<file path="config.mk">
export PLATFORM = sky130hd
export DESIGN_NAME = websocket_rx_frame_deframer_flat
export DESIGN_NICKNAME = d
export VERILOG_FILES = /design/src/rtl/wsd_pkg.sv /design/src/rtl/wsd_ifs.sv /design/src/rtl/wsd_front.sv /design/src/rtl/wsd_queue.sv /design/src/rtl/wsd_back.sv /design/src/rtl/websocket_rx_frame_deframer.sv /design/src/flat_wrapper.sv
export SDC_FILE = /design/constraint.sdc
export NUM_CORES = 1
export LEC_CHECK = 0
export ABC_AREA = 1
export BUFFER_PORTS_ARGS = -buffer_cell sky130_fd_sc_hd__buf_2
export CAP_MARGIN = 20
export CORE_MARGIN = 8
export CORE_UTILIZATION = 31
export DETAILED_ROUTE_END_ITERATION = 12
export PLACE_DENSITY = 0.5
export SYNTH_ARGS = -nofsm -noshare
export SYNTH_HDL_FRONTEND = slang
export SYNTH_HIERARCHICAL = 1
export SYNTH_SLANG_ARGS = --single-unit
export TNS_END_PERCENT = 5
</file>
<file path="constraint.sdc">
create_clock -name i_clk -period 10.6 [get_ports i_clk]
set_clock_uncertainty 0.05 [all_clocks]
set_input_delay 1.59 -clock i_clk [delete_from_list [all_inputs] [get_ports i_clk]]
set_output_delay 1.59 -clock i_clk [all_outputs]
set_load 0.02 [all_outputs]
</file>
<file path="src/rtl/wsd_pkg.sv">
// Shared types and constants for the WebSocket receive deframer.
`timescale 1ns / 1ps

package wsd_pkg;

    localparam int LENGTH_BITS_DEF = 64;
    localparam int QUEUE_DEPTH_DEF = 4;
    localparam int MAX_PING_BITS   = 17;
    localparam logic [MAX_PING_BITS-1:0] MAX_PING_RESET = 17'h10000;

    localparam logic [3:0] OP_CONT       = 4'd0;
    localparam logic [3:0] OP_TEXT       = 4'd1;
    localparam logic [3:0] OP_BINARY     = 4'd2;
    localparam logic [3:0] OP_CONN_CLOSE = 4'd8;
    localparam logic [3:0] OP_PING       = 4'd9;
    localparam logic [3:0] OP_PONG       = 4'd10;

    localparam logic [6:0] LEN_EXT16 = 7'd126;
    localparam logic [6:0] LEN_EXT64 = 7'd127;

    localparam logic [0:0] REG_MAX_PING = 1'b0;

    typedef enum logic [2:0] {
        PH_HDR0,
        PH_HDR1,
        PH_EXT16,
        PH_EXT64,
        PH_DATA,
        PH_PING,
        PH_CLOSE,
        PH_SKIP
    } t_phase;

    typedef enum logic [1:0] {
        LS_OPEN,
        LS_CLOSED,
        LS_PROTO,
        LS_INTERNAL
    } t_link;

    typedef enum logic [2:0] {
        K_DATA,
        K_PING,
        K_REASON,
        K_DONE,
        K_CLOSED,
        K_PERR,
        K_IERR
    } t_kind;

    typedef enum logic [2:0] {
        EV_NONE,
        EV_STICKY,
        EV_PERR,
        EV_IERR,
        EV_END,
        EV_START,
        EV_PAY
    } t_evt;

    typedef struct packed {
        logic        two;
        t_kind       kind0;
        logic [7:0]  byte0;
        t_kind       kind1;
        logic [3:0]  opcode;
        logic [15:0] close_code;
    } t_entry;

endpackage

</file>
<file path="src/rtl/wsd_ifs.sv">
// Stream channel interfaces for input bytes and result items.
`timescale 1ns / 1ps

interface wsd_in_if;
    logic       valid;
    logic       ready;
    logic [7:0] in_byte;

    modport source (output valid, output in_byte, input ready);
    modport sink (input valid, input in_byte, output ready);
endinterface

interface wsd_out_if;
    logic        valid;
    logic        ready;
    logic [2:0]  out_kind;
    logic [7:0]  out_byte;
    logic [3:0]  frame_opcode;
    logic [15:0] close_code;
    logic        last;

    modport source (
        output valid, output out_kind, output out_byte, output frame_opcode,
        output close_code, output last, input ready
    );
    modport sink (
        input valid, input out_kind, input out_byte, input frame_opcode,
        input close_code, input last, output ready
    );
endinterface

</file>
<file path="src/rtl/wsd_front.sv">
// Front end: accepts stream bytes, parses frame headers and classifies each byte.
`timescale 1ns / 1ps

module wsd_front #(
    parameter int LENGTH_BITS = wsd_pkg::LENGTH_BITS_DEF
) (
    input  logic                                i_clk,
    input  logic                                i_rst_n,
    wsd_in_if.sink                              i_in,
    input  logic [wsd_pkg::MAX_PING_BITS-1:0]   i_max_ping,
    input  logic                                i_q_full,
    output logic                                o_q_push,
    output wsd_pkg::t_entry                     o_q_data
);

    localparam int CW = (LENGTH_BITS > wsd_pkg::MAX_PING_BITS) ?
                        LENGTH_BITS : wsd_pkg::MAX_PING_BITS;
    localparam logic [2:0] EXT16_LAST = 3'd1;
    localparam logic [2:0] EXT64_LAST = 3'd7;

    wsd_pkg::t_phase        r_phase, n_phase;
    wsd_pkg::t_link         r_status, n_status;
    logic [3:0]             r_opcode, n_opcode;
    logic [LENGTH_BITS-1:0] r_len, n_len;
    logic [LENGTH_BITS-1:0] r_rem, n_rem;
    logic [2:0]             r_cnt, n_cnt;
    logic                   r_top, n_top;
    logic                   r_ovf, n_ovf;
    logic [15:0]            r_cc, n_cc;
    logic [1:0]             r_cidx, n_cidx;

    logic                   w_accept;
    logic [7:0]             w_byte;
    logic                   w_hdr0_bad;
    logic                   w_is_ext;
    logic                   w_ext_last;
    logic [LENGTH_BITS-1:0] w_len_shift;
    logic [LENGTH_BITS-1:0] w_len_fin;
    logic                   w_hovf;
    logic                   w_ping_long;
    wsd_pkg::t_evt          w_hdr_evt;
    wsd_pkg::t_evt          w_evt;
    logic                   w_pay_end;
    logic                   w_pay_emit;
    wsd_pkg::t_kind         w_pay_kind;
    wsd_pkg::t_kind         w_end_kind;

    assign w_byte   = i_in.in_byte;
    assign i_in.ready = !i_q_full;
    assign w_accept = i_in.valid && !i_q_full;

    assign w_hdr0_bad = !w_byte[7] || (w_byte[6:4] != 3'd0) ||
                        !(w_byte[3:0] inside {wsd_pkg::OP_CONT, wsd_pkg::OP_TEXT,
                          wsd_pkg::OP_BINARY, wsd_pkg::OP_CONN_CLOSE, wsd_pkg::OP_PING,
                          wsd_pkg::OP_PONG});
    assign w_is_ext   = (r_phase == wsd_pkg::PH_EXT16) || (r_phase == wsd_pkg::PH_EXT64);
    assign w_ext_last = ((r_phase == wsd_pkg::PH_EXT16) && (r_cnt == EXT16_LAST)) ||
                        ((r_phase == wsd_pkg::PH_EXT64) && (r_cnt == EXT64_LAST));
    assign w_len_shift = {r_len[LENGTH_BITS-9:0], w_byte};
    assign w_len_fin   = (r_phase == wsd_pkg::PH_HDR1) ?
                         LENGTH_BITS'(w_byte[6:0]) : w_len_shift;
    assign w_hovf      = w_is_ext && (r_ovf || (r_len[LENGTH_BITS-1 -: 8] != 8'd0));
    assign w_ping_long = CW'(w_len_fin) > CW'(i_max_ping);
    assign w_pay_end   = r_rem == LENGTH_BITS'(1);
    assign w_end_kind  = (r_opcode == wsd_pkg::OP_CONN_CLOSE) ? wsd_pkg::K_CLOSED
                                                              : wsd_pkg::K_DONE;

    always_comb begin
        if (w_hovf) begin
            w_hdr_evt = wsd_pkg::EV_IERR;
        end else if ((r_opcode == wsd_pkg::OP_PING) && w_ping_long) begin
            w_hdr_evt = wsd_pkg::EV_IERR;
        end else if ((r_opcode == wsd_pkg::OP_CONN_CLOSE) &&
                     (w_len_fin == LENGTH_BITS'(1))) begin
            w_hdr_evt = wsd_pkg::EV_PERR;
        end else if (w_len_fin == '0) begin
            w_hdr_evt = wsd_pkg::EV_END;
        end else begin
            w_hdr_evt = wsd_pkg::EV_START;
        end
    end

    always_comb begin
        w_evt = wsd_pkg::EV_NONE;
        if (r_status != wsd_pkg::LS_OPEN) begin
            w_evt = wsd_pkg::EV_STICKY;
        end else begin
            case (r_phase)
                wsd_pkg::PH_HDR0: begin
                    if (w_hdr0_bad) begin
                        w_evt = wsd_pkg::EV_PERR;
                    end
                end
                wsd_pkg::PH_HDR1: begin
                    if (w_byte[7]) begin
                        w_evt = wsd_pkg::EV_PERR;
                    end else if (!(w_byte[6:0] inside {wsd_pkg::LEN_EXT16,
                                                     wsd_pkg::LEN_EXT64})) begin
                        w_evt = w_hdr_evt;
                    end
                end
                wsd_pkg::PH_EXT16, wsd_pkg::PH_EXT64: begin
                    if (w_ext_last) begin
                        if ((r_phase == wsd_pkg::PH_EXT64) && r_top) begin
                            w_evt = wsd_pkg::EV_PERR;
                        end else begin
                            w_evt = w_hdr_evt;
                        end
                    end
                end
                default: begin
                    w_evt = wsd_pkg::EV_PAY;
                end
            endcase
        end
    end

    always_comb begin
        w_pay_emit = 1'b0;
        w_pay_kind = wsd_pkg::K_DATA;
        case (r_phase)
            wsd_pkg::PH_DATA: begin
                w_pay_emit = 1'b1;
            end
            wsd_pkg::PH_PING: begin
                w_pay_emit = 1'b1;
                w_pay_kind = wsd_pkg::K_PING;
            end
            wsd_pkg::PH_CLOSE: begin
                w_pay_emit = r_cidx == 2'd2;
                w_pay_kind = wsd_pkg::K_REASON;
            end
            default: begin
                w_pay_emit = 1'b0;
            end
        endcase
    end

    // Next state
    always_comb begin
        n_phase  = r_phase;
        n_status = r_status;
        n_opcode = r_opcode;
        n_len    = r_len;
        n_rem    = r_rem;
        n_cnt    = r_cnt;
        n_top    = r_top;
        n_ovf    = r_ovf;
        n_cc     = r_cc;
        n_cidx   = r_cidx;
        if (w_accept && (r_status == wsd_pkg::LS_OPEN)) begin
            case (r_phase)
                wsd_pkg::PH_HDR0: begin
                    n_opcode = w_byte[3:0];
                    n_phase  = wsd_pkg::PH_HDR1;
                end
                wsd_pkg::PH_HDR1: begin
                    if (w_byte[6:0] == wsd_pkg::LEN_EXT64) begin
                        n_len   = '0;
                        n_cnt   = 3'd0;
                        n_ovf   = 1'b0;
                        n_phase = wsd_pkg::PH_EXT64;
                    end else if (w_byte[6:0] == wsd_pkg::LEN_EXT16) begin
                        n_len   = '0;
                        n_cnt   = 3'd0;
                        n_ovf   = 1'b0;
                        n_phase = wsd_pkg::PH_EXT16;
                    end else begin
                        n_len = w_len_fin;
                    end
                end
                wsd_pkg::PH_EXT16, wsd_pkg::PH_EXT64: begin
                    n_len = w_len_shift;
                    n_ovf = w_hovf;
                    if (r_cnt == 3'd0) begin
                        n_top = w_byte[7];
                    end
                    n_cnt = w_ext_last ? 3'd0 : r_cnt + 3'd1;
                end
                default: begin
                    n_rem = r_rem - LENGTH_BITS'(1);
                    if (r_phase == wsd_pkg::PH_CLOSE) begin
                        if (r_cidx == 2'd0) begin
                            n_cc = {w_byte, 8'h00};
                        end else if (r_cidx == 2'd1) begin
                            n_cc = r_cc | {8'h00, w_byte};
                        end
                        if (r_cidx != 2'd2) begin
                            n_cidx = r_cidx + 2'd1;
                        end
                    end
                    if (w_pay_end) begin
                        n_phase = wsd_pkg::PH_HDR0;
                        if (r_opcode == wsd_pkg::OP_CONN_CLOSE) begin
                            n_status = wsd_pkg::LS_CLOSED;
                        end
                    end
                end
            endcase

            if (((w_evt == wsd_pkg::EV_PERR) && (r_phase != wsd_pkg::PH_HDR0) &&
                 (r_phase != wsd_pkg::PH_HDR1 || !w_byte[7]) &&
                 !(r_phase == wsd_pkg::PH_EXT64 && r_top)) ||
                (w_evt == wsd_pkg::EV_END) || (w_evt == wsd_pkg::EV_START)) begin
                if (r_opcode == wsd_pkg::OP_CONN_CLOSE) begin
                    n_cc = 16'd0;
                end
            end

            case (w_evt)
                wsd_pkg::EV_PERR: begin
                    n_status = wsd_pkg::LS_PROTO;
                end
                wsd_pkg::EV_IERR: begin
                    n_status = wsd_pkg::LS_INTERNAL;
                end
                wsd_pkg::EV_END: begin
                    n_phase = wsd_pkg::PH_HDR0;
                    if (r_opcode == wsd_pkg::OP_CONN_CLOSE) begin
                        n_status = wsd_pkg::LS_CLOSED;
                    end
                end
                wsd_pkg::EV_START: begin
                    n_rem  = w_len_fin;
                    n_cidx = 2'd0;
                    case (r_opcode)
                        wsd_pkg::OP_BINARY:     n_phase = wsd_pkg::PH_DATA;
                        wsd_pkg::OP_PING:       n_phase = wsd_pkg::PH_PING;
                        wsd_pkg::OP_CONN_CLOSE: n_phase = wsd_pkg::PH_CLOSE;
                        default:                n_phase = wsd_pkg::PH_SKIP;
                    endcase
                end
                default: begin
                    n_rem = n_rem;
                end
            endcase
        end
    end

    // Queue entry for the results of this byte
    always_comb begin
        o_q_push            = 1'b0;
        o_q_data.two        = 1'b0;
        o_q_data.kind0      = wsd_pkg::K_DONE;
        o_q_data.byte0      = 8'd0;
        o_q_data.kind1      = w_end_kind;
        o_q_data.opcode     = n_opcode;
        o_q_data.close_code = n_cc;
        case (w_evt)
            wsd_pkg::EV_STICKY: begin
                o_q_push = w_accept;
                case (r_status)
                    wsd_pkg::LS_CLOSED: o_q_data.kind0 = wsd_pkg::K_CLOSED;
                    wsd_pkg::LS_PROTO:  o_q_data.kind0 = wsd_pkg::K_PERR;
                    default:            o_q_data.kind0 = wsd_pkg::K_IERR;
                endcase
            end
            wsd_pkg::EV_PERR: begin
                o_q_push       = w_accept;
                o_q_data.kind0 = wsd_pkg::K_PERR;
            end
            wsd_pkg::EV_IERR: begin
                o_q_push       = w_accept;
                o_q_data.kind0 = wsd_pkg::K_IERR;
            end
            wsd_pkg::EV_END: begin
                o_q_push       = w_accept;
                o_q_data.kind0 = w_end_kind;
            end
            wsd_pkg::EV_PAY: begin
                if (w_pay_emit) begin
                    o_q_push       = w_accept;
                    o_q_data.kind0 = w_pay_kind;
                    o_q_data.byte0 = w_byte;
                    o_q_data.two   = w_pay_end;
                end else begin
                    o_q_push       = w_accept && w_pay_end;
                    o_q_data.kind0 = w_end_kind;
                end
            end
            default: begin
                o_q_push = 1'b0;
            end
        endcase
    end

    always_ff @(posedge i_clk) begin
        if (!i_rst_n) begin
            r_phase  <= wsd_pkg::PH_HDR0;
            r_status <= wsd_pkg::LS_OPEN;
            r_opcode <= 4'd0;
            r_len    <= '0;
            r_rem    <= '0;
            r_cnt    <= 3'd0;
            r_top    <= 1'b0;
            r_ovf    <= 1'b0;
            r_cc     <= 16'd0;
            r_cidx   <= 2'd0;
        end else begin
            r_phase  <= n_phase;
            r_status <= n_status;
            r_opcode <= n_opcode;
            r_len    <= n_len;
            r_rem    <= n_rem;
            r_cnt    <= n_cnt;
            r_top    <= n_top;
            r_ovf    <= n_ovf;
            r_cc     <= n_cc;
            r_cidx   <= n_cidx;
        end
    end

endmodule

</file>
<file path="src/rtl/wsd_queue.sv">
// Short queue of classified entries between the front and back ends.
`timescale 1ns / 1ps

module wsd_queue #(
    parameter int DEPTH = wsd_pkg::QUEUE_DEPTH_DEF
) (
    input  logic            i_clk,
    input  logic            i_rst_n,
    input  logic            i_push,
    input  wsd_pkg::t_entry i_data,
    output logic            o_full,
    input  logic            i_pop,
    output wsd_pkg::t_entry o_data,
    output logic            o_empty
);

    localparam int PW = (DEPTH > 1) ? $clog2(DEPTH) : 1;
    localparam int CNTW = $clog2(DEPTH + 1);

    wsd_pkg::t_entry r_mem [DEPTH];
    logic [PW-1:0]   r_wr, n_wr;
    logic [PW-1:0]   r_rd, n_rd;
    logic [CNTW-1:0] r_cnt, n_cnt;
    logic            w_push;
    logic            w_pop;

    assign o_full  = r_cnt == CNTW'(DEPTH);
    assign o_empty = r_cnt == '0;
    assign o_data  = r_mem[r_rd];
    assign w_push  = i_push && !o_full;
    assign w_pop   = i_pop && !o_empty;

    always_comb begin
        n_wr  = r_wr;
        n_rd  = r_rd;
        n_cnt = r_cnt;
        if (w_push) begin
            n_wr = (r_wr == PW'(DEPTH - 1)) ? '0 : r_wr + PW'(1);
        end
        if (w_pop) begin
            n_rd = (r_rd == PW'(DEPTH - 1)) ? '0 : r_rd + PW'(1);
        end
        if (w_push && !w_pop) begin
            n_cnt = r_cnt + CNTW'(1);
        end else if (w_pop && !w_push) begin
            n_cnt = r_cnt - CNTW'(1);
        end
    end

    always_ff @(posedge i_clk) begin
        if (w_push) begin
            r_mem[r_wr] <= i_data;
        end
    end

    always_ff @(posedge i_clk) begin
        if (!i_rst_n) begin
            r_wr  <= '0;
            r_rd  <= '0;
            r_cnt <= '0;
        end else begin
            r_wr  <= n_wr;
            r_rd  <= n_rd;
            r_cnt <= n_cnt;
        end
    end

endmodule

</file>
<file path="src/rtl/wsd_back.sv">
// Back end: expands queue entries into result items in an output register.
`timescale 1ns / 1ps

module wsd_back (
    input  logic            i_clk,
    input  logic            i_rst_n,
    input  wsd_pkg::t_entry i_q_data,
    input  logic            i_q_empty,
    output logic            o_q_pop,
    wsd_out_if.source       o_out
);

    logic           r_valid, n_valid;
    logic           r_sub, n_sub;
    wsd_pkg::t_kind r_kind, n_kind;
    logic [7:0]     r_byte, n_byte;
    logic [3:0]     r_opcode, n_opcode;
    logic [15:0]    r_cc, n_cc;
    logic           r_last, n_last;
    logic           w_load;

    assign w_load = !r_valid || o_out.ready;

    always_comb begin
        n_valid  = r_valid;
        n_sub    = r_sub;
        n_kind   = r_kind;
        n_byte   = r_byte;
        n_opcode = r_opcode;
        n_cc     = r_cc;
        n_last   = r_last;
        o_q_pop  = 1'b0;
        if (w_load) begin
            if (i_q_empty) begin
                n_valid = 1'b0;
            end else begin
                n_valid  = 1'b1;
                n_opcode = i_q_data.opcode;
                if (i_q_data.two && !r_sub) begin
                    n_kind = i_q_data.kind0;
                    n_byte = i_q_data.byte0;
                    n_last = 1'b0;
                    n_sub  = 1'b1;
                end else if (i_q_data.two) begin
                    n_kind  = i_q_data.kind1;
                    n_byte  = 8'd0;
                    n_last  = 1'b1;
                    n_sub   = 1'b0;
                    o_q_pop = 1'b1;
                end else begin
                    n_kind  = i_q_data.kind0;
                    n_byte  = i_q_data.byte0;
                    n_last  = 1'b1;
                    o_q_pop = 1'b1;
                end
                n_cc = (n_kind == wsd_pkg::K_CLOSED) ? i_q_data.close_code : 16'd0;
            end
        end
    end

    always_ff @(posedge i_clk) begin
        if (!i_rst_n) begin
            r_valid <= 1'b0;
            r_sub   <= 1'b0;
        end else begin
            r_valid <= n_valid;
            r_sub   <= n_sub;
        end
    end

    always_ff @(posedge i_clk) begin
        r_kind   <= n_kind;
        r_byte   <= n_byte;
        r_opcode <= n_opcode;
        r_cc     <= n_cc;
        r_last   <= n_last;
    end

    assign o_out.valid        = r_valid;
    assign o_out.out_kind     = r_kind;
    assign o_out.out_byte     = r_byte;
    assign o_out.frame_opcode = r_opcode;
    assign o_out.close_code   = r_cc;
    assign o_out.last         = r_last;

endmodule

</file>
<file path="src/rtl/websocket_rx_frame_deframer.sv">
// Top level of the WebSocket receive deframer with its register port.
//
//   Channel   Direction  Carries
//   i_in      sink       one received stream byte per transfer
//   o_out     source     one result item per transfer (kind, byte, opcode, code, last)
//   APB       slave      max_ping_length at byte address 0
//
// While the queue has room, one byte is taken per cycle and parsed in that cycle.
// A byte that both carries payload and ends the frame gives two results, and
// the output register sends one result per cycle unless o_out.ready stalls it,
// so such a byte takes two output transfers; a QUEUE_DEPTH-entry queue (four
// by default) sits between the two ends. i_in.ready is low only while it is full.
// Reset is synchronous.
`timescale 1ns / 1ps

module websocket_rx_frame_deframer #(
    parameter int LENGTH_BITS = wsd_pkg::LENGTH_BITS_DEF,
    parameter int QUEUE_DEPTH = wsd_pkg::QUEUE_DEPTH_DEF
) (
    input  logic        i_clk,
    input  logic        i_rst_n,
    wsd_in_if.sink      i_in,
    wsd_out_if.source   o_out,
    input  logic        psel,
    input  logic        penable,
    input  logic        pwrite,
    input  logic [2:0]  paddr,
    input  logic [31:0] pwdata,
    output logic [31:0] prdata,
    output logic        pready
);

    logic [wsd_pkg::MAX_PING_BITS-1:0] r_max_ping;
    logic            w_q_push;
    logic            w_q_full;
    logic            w_q_pop;
    logic            w_q_empty;
    wsd_pkg::t_entry w_q_wdata;
    wsd_pkg::t_entry w_q_rdata;

    assign pready = 1'b1;
    assign prdata = (paddr[2] == wsd_pkg::REG_MAX_PING) ?
                    32'(r_max_ping) : 32'd0;

    always_ff @(posedge i_clk) begin
        if (!i_rst_n) begin
            r_max_ping <= wsd_pkg::MAX_PING_RESET;
        end else if (psel && penable && pwrite &&
                     (paddr[2] == wsd_pkg::REG_MAX_PING)) begin
            r_max_ping <= pwdata[wsd_pkg::MAX_PING_BITS-1:0];
        end
    end

    wsd_front #(
        .LENGTH_BITS (LENGTH_BITS)
    ) u_front (
        .i_clk      (i_clk),
        .i_rst_n    (i_rst_n),
        .i_in       (i_in),
        .i_max_ping (r_max_ping),
        .i_q_full   (w_q_full),
        .o_q_push   (w_q_push),
        .o_q_data   (w_q_wdata)
    );

    wsd_queue #(
        .DEPTH (QUEUE_DEPTH)
    ) u_queue (
        .i_clk   (i_clk),
        .i_rst_n (i_rst_n),
        .i_push  (w_q_push),
        .i_data  (w_q_wdata),
        .o_full  (w_q_full),
        .i_pop   (w_q_pop),
        .o_data  (w_q_rdata),
        .o_empty (w_q_empty)
    );

    wsd_back u_back (
        .i_clk     (i_clk),
        .i_rst_n   (i_rst_n),
        .i_q_data  (w_q_rdata),
        .i_q_empty (w_q_empty),
        .o_q_pop   (w_q_pop),
        .o_out     (o_out)
    );

endmodule
</file>
<file path="src/flat_wrapper.sv">
// flat-port wrapper written by rule: the top's interface ports become plain ports
module websocket_rx_frame_deframer_flat 
#(
    parameter int LENGTH_BITS = wsd_pkg::LENGTH_BITS_DEF,
    parameter int QUEUE_DEPTH = wsd_pkg::QUEUE_DEPTH_DEF
)
  (i_clk, i_rst_n, psel, penable, pwrite, paddr, pwdata, prdata, pready, i_in_valid, i_in_in_byte, i_in_ready, o_out_valid, o_out_out_kind, o_out_out_byte, o_out_frame_opcode, o_out_close_code, o_out_last, o_out_ready);
  wsd_in_if i_in_i ();
  wsd_out_if o_out_i ();
  input  logic i_clk;
  input  logic i_rst_n;
  input  logic psel;
  input  logic penable;
  input  logic pwrite;
  input  logic [2:0] paddr;
  input  logic [31:0] pwdata;
  output logic [31:0] prdata;
  output logic pready;
  input wire logic [$bits(i_in_i.valid)-1:0] i_in_valid;
  input wire logic [$bits(i_in_i.in_byte)-1:0] i_in_in_byte;
  output wire logic [$bits(i_in_i.ready)-1:0] i_in_ready;
  output wire logic [$bits(o_out_i.valid)-1:0] o_out_valid;
  output wire logic [$bits(o_out_i.out_kind)-1:0] o_out_out_kind;
  output wire logic [$bits(o_out_i.out_byte)-1:0] o_out_out_byte;
  output wire logic [$bits(o_out_i.frame_opcode)-1:0] o_out_frame_opcode;
  output wire logic [$bits(o_out_i.close_code)-1:0] o_out_close_code;
  output wire logic [$bits(o_out_i.last)-1:0] o_out_last;
  input wire logic [$bits(o_out_i.ready)-1:0] o_out_ready;
  assign i_in_i.valid = i_in_valid;
  assign i_in_i.in_byte = i_in_in_byte;
  assign i_in_ready = i_in_i.ready;
  assign o_out_valid = o_out_i.valid;
  assign o_out_out_kind = o_out_i.out_kind;
  assign o_out_out_byte = o_out_i.out_byte;
  assign o_out_frame_opcode = o_out_i.frame_opcode;
  assign o_out_close_code = o_out_i.close_code;
  assign o_out_last = o_out_i.last;
  assign o_out_i.ready = o_out_ready;
  websocket_rx_frame_deframer #(.LENGTH_BITS(LENGTH_BITS), .QUEUE_DEPTH(QUEUE_DEPTH)) u_core (.i_clk(i_clk), .i_rst_n(i_rst_n), .i_in(i_in_i), .o_out(o_out_i), .psel(psel), .penable(penable), .pwrite(pwrite), .paddr(paddr), .pwdata(pwdata), .prdata(prdata), .pready(pready));
endmodule
</file>
# ---- Yosys cells after proc, flatten, opt, wreduce, memory -nomap -nowiden
# Memory sizes are Yosys's and may differ from the RTL's. A register that Yosys moved wholly into a read port is not among the register bits.
# Index checks and enable logic that the tools add are counted.
# Widths: inputs -> output; s select.
dict set report classes {
  order_cmp 1
  eq_ne 40
  bitwise_logic 3
  n_addsub 7
  n_mux 81
  n_reduce_logical 69
}
# op count
set ops {}
lappend ops {{$mux 64} 5}
lappend ops {{$eq 64x1->1 const B} 2}
lappend ops {{$pmux 64 s2} 1}
lappend ops {{$mux 16} 7}
lappend ops {{$mux 3} 22}
lappend ops {{$gt 64x17->1} 1}
lappend ops {{$logic_not 64->1} 1}
lappend ops {{$sub 64x1->64 const B} 1}
lappend ops {{$mux 8} 4}
lappend ops {{$eq 3x3->1 const B} 9}
lappend ops {{$mux 2} 13}
lappend ops {{$eq 4x4->1 const B} 5}
lappend ops {{$logic_and 1x1->1} 20}
lappend ops {{$pmux 3 s3} 2}
lappend ops {{$mux 17} 1}
lappend ops {{$or 16x8->16} 1}
lappend ops {{$pmux 3 s5} 1}
lappend ops {{$eq 7x7->1 const B} 2}
lappend ops {{$mux 1} 14}
lappend ops {{$reduce_bool 2->1} 7}
lappend ops {{$eq 3x2->1 const B} 4}
lappend ops {{$pmux 2 s3} 2}
lappend ops {{$pmux 3 s2} 2}
lappend ops {{$eq 3x1->1 const B} 3}
lappend ops {{30 further kinds} 71}
dict set report totals {
  output_inout_bits 67
  word_cells 223
  input_bits 50
  register_bits 218
  ramBits 140
  memories 1
}
# memory words width rd rd_ports_with_merged_regs wr line_no
set mem_list {}
lappend mem_list {u_core.u_queue.r_mem 4 35 1 1 1 wsd_queue.sv:20} ;# wsd_pkg::t_entry r_mem [DEPTH];

# ---- Logic depth before layout (Yosys ltp)
dict set report depth {
  ltp_word 19
  ltp_mapped 34
  ltp_nobuf 33
}

# ---- By module
# The synthesis kept the hierarchy.
# module area_each_um2 seq_area_each_um2 cells_each instances
set by_module_without_submodules {}
lappend by_module_without_submodules {wsd_front 9969.6 3203.1 1586 1}
lappend by_module_without_submodules {wsd_queue 5675.4 4384.2 410 1}
lappend by_module_without_submodules {wsd_back 1346.3 1001.0 116 1}
lappend by_module_without_submodules {websocket_rx_frame_deframer 1092.3 340.3 166 1}

# ---- Worst setup path before layout
# Ideal clock, no wire load.
dict set report synth_timing {
  path_kind {input to register}
  startpoint {input port i_in_in_byte[0]}
  endpoint {memory u_core/u_queue/r_mem[0][0] (netlist bit), enable pin}
  setup_time_ns 0.427
  t_required_ns 10.123
  t_arrival_ns 5.300
  path_slack_ns 4.823
  path_stages 22
  path_buffers 1
  path_cell_list {clkbuf_1 -> inv_1 -> ha_1 -> nor2_1 -> o21ai_0 -> nand2_1 -> nand2_1 -> nand2_1 -> a21oi_1 -> nand2_1 -> nand2_1 -> nand3_1 -> nand3_2 -> nand3_1 -> nand2_1 -> inv_1 -> nor2_8 -> nor2_1 -> o21ai_0 -> a31oi_1 -> nand2_1 -> nor2_1}
}
dict set report synth_between {
  elab_chain_cells 16
  word_cells_on_any_way 39
  cone_classes {1 x order compare; 13 x eq/ne; 15 x mux; 10 x reduce/logical}
}
# item line_no
set synth_rtl {}
lappend synth_rtl {{start, declared} flat_wrapper.sv:20} ;# input wire logic [$bits(i_in_i.in_byte)-1:0] i_in_in_byte;
lappend synth_rtl {{parallel branches: the longest is 8 deep, another holds $gt 64x17->1} -}
lappend synth_rtl {{$pmux 3 s3 *} wsd_front.sv:88} ;# case (r_phase)
lappend synth_rtl {{$mux 3 *} wsd_front.sv:85} ;# if (r_status != wsd_pkg::LS_OPEN) begin
lappend synth_rtl {{$eq 3x2->1 (tied with other cells)} wsd_front.sv:249} ;# case (w_evt)
lappend synth_rtl {{$reduce_or 4->1 (no line)} -}
lappend synth_rtl {{$pmux 1 s2 *} wsd_front.sv:249}
lappend synth_rtl {{named net u_core.w_q_push} websocket_rx_frame_deframer.sv:34} ;# logic w_q_push;
lappend synth_rtl {{$logic_and 1x1->1 *} wsd_queue.sv:30} ;# assign w_push = i_push && !o_full;
lappend synth_rtl {{$mux 1 *} wsd_queue.sv:51} ;# if (w_push) begin
lappend synth_rtl {{$mux 1 (implied by the code) *} wsd_queue.sv:52} ;# r_mem[r_wr] <= i_data;
lappend synth_rtl {{end, declared} wsd_queue.sv:20}
# Mark *: on every way through the listed nets, which the timed path passes.

# ---- Final worst setup path
dict set report layout_timing {
  startpoint {register u_core.u_front.r_phase[2]}
  endpoint {register u_core.u_queue.r_cnt[2]}
}
dict set report layout_between {
  elab_chain_cells 18
  word_cells_on_any_way 46
  cone_classes {1 x order compare; 12 x eq/ne; 15 x mux; 18 x reduce/logical}
}
# item line_no
set layout_rtl {}
lappend layout_rtl {{start, declared} wsd_front.sv:21} ;# wsd_pkg::t_phase r_phase, n_phase;
lappend layout_rtl {{start signal, assigned} wsd_front.sv:289} ;# r_phase <= wsd_pkg::PH_HDR0;
lappend layout_rtl {{start signal, assigned} wsd_front.sv:300} ;# r_phase <= n_phase;
lappend layout_rtl {{parallel branches: the longest is 13 deep, another holds $gt 64x17->1} -}
lappend layout_rtl {{$pmux 1 s2 *} wsd_front.sv:249}
lappend layout_rtl {{named net u_core.w_q_push} websocket_rx_frame_deframer.sv:34}
lappend layout_rtl {{$logic_and 1x1->1 *} wsd_queue.sv:30}
lappend layout_rtl {{named net u_core.u_queue.w_push} wsd_queue.sv:24} ;# logic w_push;
lappend layout_rtl {{$logic_not 1->1} wsd_queue.sv:45} ;# end else if (w_pop && !w_push) begin
lappend layout_rtl {{$logic_and 1x1->1} wsd_queue.sv:45}
lappend layout_rtl {{$reduce_bool 2->1 (no line)} -}
lappend layout_rtl {{end signal, assigned} wsd_queue.sv:64} ;# r_cnt <= n_cnt;
lappend layout_rtl {{end, declared} wsd_queue.sv:23} ;# logic [CNTW-1:0] r_cnt, n_cnt;
# Marks and branches as above.
# A chain may end at the register's enable or synchronous reset.

==> metrics <==
PortBufs 83; DR pass1 iterations 5; Final period util 56.3%; H-tree levels 2; RSZ-0062 raised after global routing false; Die ar. 66300 sq um; # hold bufs at CTS 0; Switch Pwr 0.00178 W; post-synthesis cell type count 54; FF+latch count, synth 360; Starting Density 31.3%; gr ovfl total 0; Syn-to-layout area delta 12.0%; vias per cell 4.76; total number of vias 14800; Antenna Violating Nets Remaining 0; Crit path top cell by count nand2_1; final worst slack 4.63 ns; Post-synth EDFFs 172; CTS Buf Count 41; crit path launch type flip-flop; Final Max Tran Viols 0; final hold vios 0; most common cell after layout, fill and taps aside nand2_1; syn_area_per_cell 7.94 sq um; yosys warns 6; vias in the first global route 14200; Slowest-stage cell, CP nand3_4; initial antenna violation count 1; Sw Share 36.9%; clock share of power 29.0%; Arrival @ worst endpoint 6.38 ns; fin util 35.1%; IO Pins 117; Max clock buf depth 3; Final nets 2402; CTS tree yes; hold_ws 0.410 ns; Top FF cell, synth dfxtp_1; Setup CP Type flip-flop to flip-flop; Pint 0.00304 W; Iter 0 DRT Violations 996; Pwr Density 238 nW/um^2; Pleak 8.59 nW; core area 57700 sq um; largest net degree at the start of global routing 87; Worst-Skew Late Latency 0.57 ns; hold crit path type flip-flop to flip-flop; first-pass GRT wire length 77.8 mm; Final Setup Violations 0; crit path max fanout 72; Root Buffer clkbuf_16; Seq/Total Area, Yosys 49.4%; wire per inst 15.7 um; Syn Inst Count 2278; Worst Setup End Kind flip-flop; Cell Area, Synth 18100 sq um; clock sinks 360; Max-Cap Viols 0; Final min period 5.97 ns; Worst EP required 11.02 ns; DP Wirelength 31.9 mm; Comb pwr share 33.2%; final wirelength 49.0 mm; DRC violations left 0; Hold Path Depth 2; Peak Freq 168 MHz; die height 258 um; Worst path max stage delay 0.68 ns; Max VDD drop 0.135 mV; status finished clean; Placer Congestion 0.798; part of the power in registers 37.8%; Post-CTS Setup Inserts 0; reg2reg path depth 32; setup TNS 0 ns; number of fill cells 6100; CTS resizes 0; Post-Place Worst Slack 4.37 ns; GRT Total Usage 14.3%; DIE WIDTH 258 um; share of layout cells above drive strength 1 9.57%; Total Power 0.00483 W; asr flop ratio synth 0%; num rows 88; clock-pin transition on the worst setup and hold timing paths 0.06 ns; Tightest Pin Transition 1.04 ns; most frequent cells in the layout nand2_1 (470), nor2_1 (420), inv_1 (221); relative slew slack 30.3%
cell usage after synthesis, types with 2 or more instances:
| library cell | instances | share of area (%) |
|---|---|---|
| buf_4 | 32 | 1.3 |
| nand3b_1 | 5 | 0.21 |
| o21ai_1 | 55 | 1.5 |
| buf_2 | 23 | 0.64 |
| dfxtp_1 | 188 | 21 |
| edfxtp_1 | 172 | 29 |
| inv_1 | 223 | 4.6 |
| a211oi_1 | 11 | 0.46 |
| nor2_1 | 424 | 8.8 |
| a21oi_2 | 8 | 0.39 |
| nor4_1 | 11 | 0.38 |
| ha_1 | 32 | 2.2 |
| nand3_1 | 83 | 2.3 |
| clkbuf_1 | 37 | 0.77 |
| or2_2 | 5 | 0.17 |
| inv_2 | 4 | 0.083 |
| o21a_1 | 2 | 0.083 |
| o22ai_1 | 35 | 1.2 |
| nand3_2 | 2 | 0.11 |
| nor3b_1 | 3 | 0.12 |
| nor2_8 | 2 | 0.22 |
| nand3_4 | 3 | 0.29 |
| conb_1 | 2 | 0.042 |
| o21ai_0 | 159 | 4.4 |
| xor2_1 | 32 | 1.5 |
| nand2_1 | 470 | 9.8 |
| buf_1 | 5 | 0.10 |
| o211ai_1 | 6 | 0.25 |
| buf_6 | 16 | 1.0 |
| xnor2_1 | 18 | 0.87 |
| nand2_2 | 9 | 0.31 |
| o31ai_1 | 2 | 0.083 |
| nor2_2 | 20 | 0.69 |
| nand4_1 | 19 | 0.66 |
| nor3_1 | 24 | 0.66 |
| inv_4 | 2 | 0.069 |
| a31oi_1 | 4 | 0.14 |
| a21oi_1 | 114 | 3.2 |
flip-flops by register name, summed over array words and instances (netlist names), 3 cells and up, named ones only:
name,cells
u_core/u_back/o_out.close_code,16
u_core/u_back/o_out.frame_opcode,4
u_core/u_back/o_out.out_byte,8
u_core/u_front/r_len,64
u_core/u_queue/r_mem,140
u_core/u_front/r_phase,3
u_core/u_front/r_opcode,4
u_core/u_back/o_out.out_kind,3
u_core/u_front/r_cc,16
u_core/u_queue/r_cnt,3
u_core/r_max_ping,17
u_core/u_front/r_rem,64
u_core/u_front/r_cnt,3
critical path, delay by kind of cell, from the launching register on:
kind,cells,cell delay (ns)
buf+inv,7,0.72
flops,1,0.40
fa+ha+maj,3,0.83
compound gates,3,0.63
simple gates,19,3.21
worst paths after layout:
kind,from,end,slack [ns]
max reg2reg,u_core/u_front/r_phase[2],u_core/u_queue/r_cnt[2],4.63
max,u_core/u_front/r_phase[2],u_core/u_queue/r_cnt[2],4.63
min,u_core/u_front/r_top,u_core/u_front/r_top,0.41
min reg2reg,u_core/u_front/r_top,u_core/u_front/r_top,0.41
per-layer routing:
layer	vias up	GRT usage [%]	wire length (um)
met2	279	24.4	23400
li1	7477	-	-
met3	80	2.08	1900
met1	6988	18.5	22400
met5	-	0	0
met4	0	5.01	1340
power by group through the flow:
stage               sequential [W]  clock (W)  combinational (W)
floorplan                  0.00193          0            0.00111
global placement           0.00185          0            0.00161
detailed placement         0.00186          0            0.00162
CTS                        0.00183    0.00144            0.00163
global route               0.00185    0.00150            0.00182
finish                     0.00183    0.00140            0.00160
cell type report:
cell class	instances	area (sq um)	share of cell area, %
tap	765	957	4.73
multi-input combinational	1586	7630	37.7
timing repair buffer	100	543	2.68
sequential	360	8930	44.1
inverter	230	871	4.30
antenna	1	2.50	0.0124
clock buffer	63	1200	5.92
clock inverter	11	116	0.575
per-stage QoR:
step                      std cells  cell area, sq um
after floorplan                2292             18100
after global placement         3041             18900
after detailed placement       3041             18900
after CTS                      3115             20300
after global routing           3116             20300
final                          3116             20300
kinds of logic after synthesis:
logic type                 synth area share, %
buffers and inverters                     8.86
and+or+nand+nor                           25.1
xor gates and xnor gates                  2.42
AOI/OAI and AO/OA                         11.9
other                                   0.0415
DFF                                       49.4
adders and majority gates                 2.32
Power figures use the tool's default switching activity.
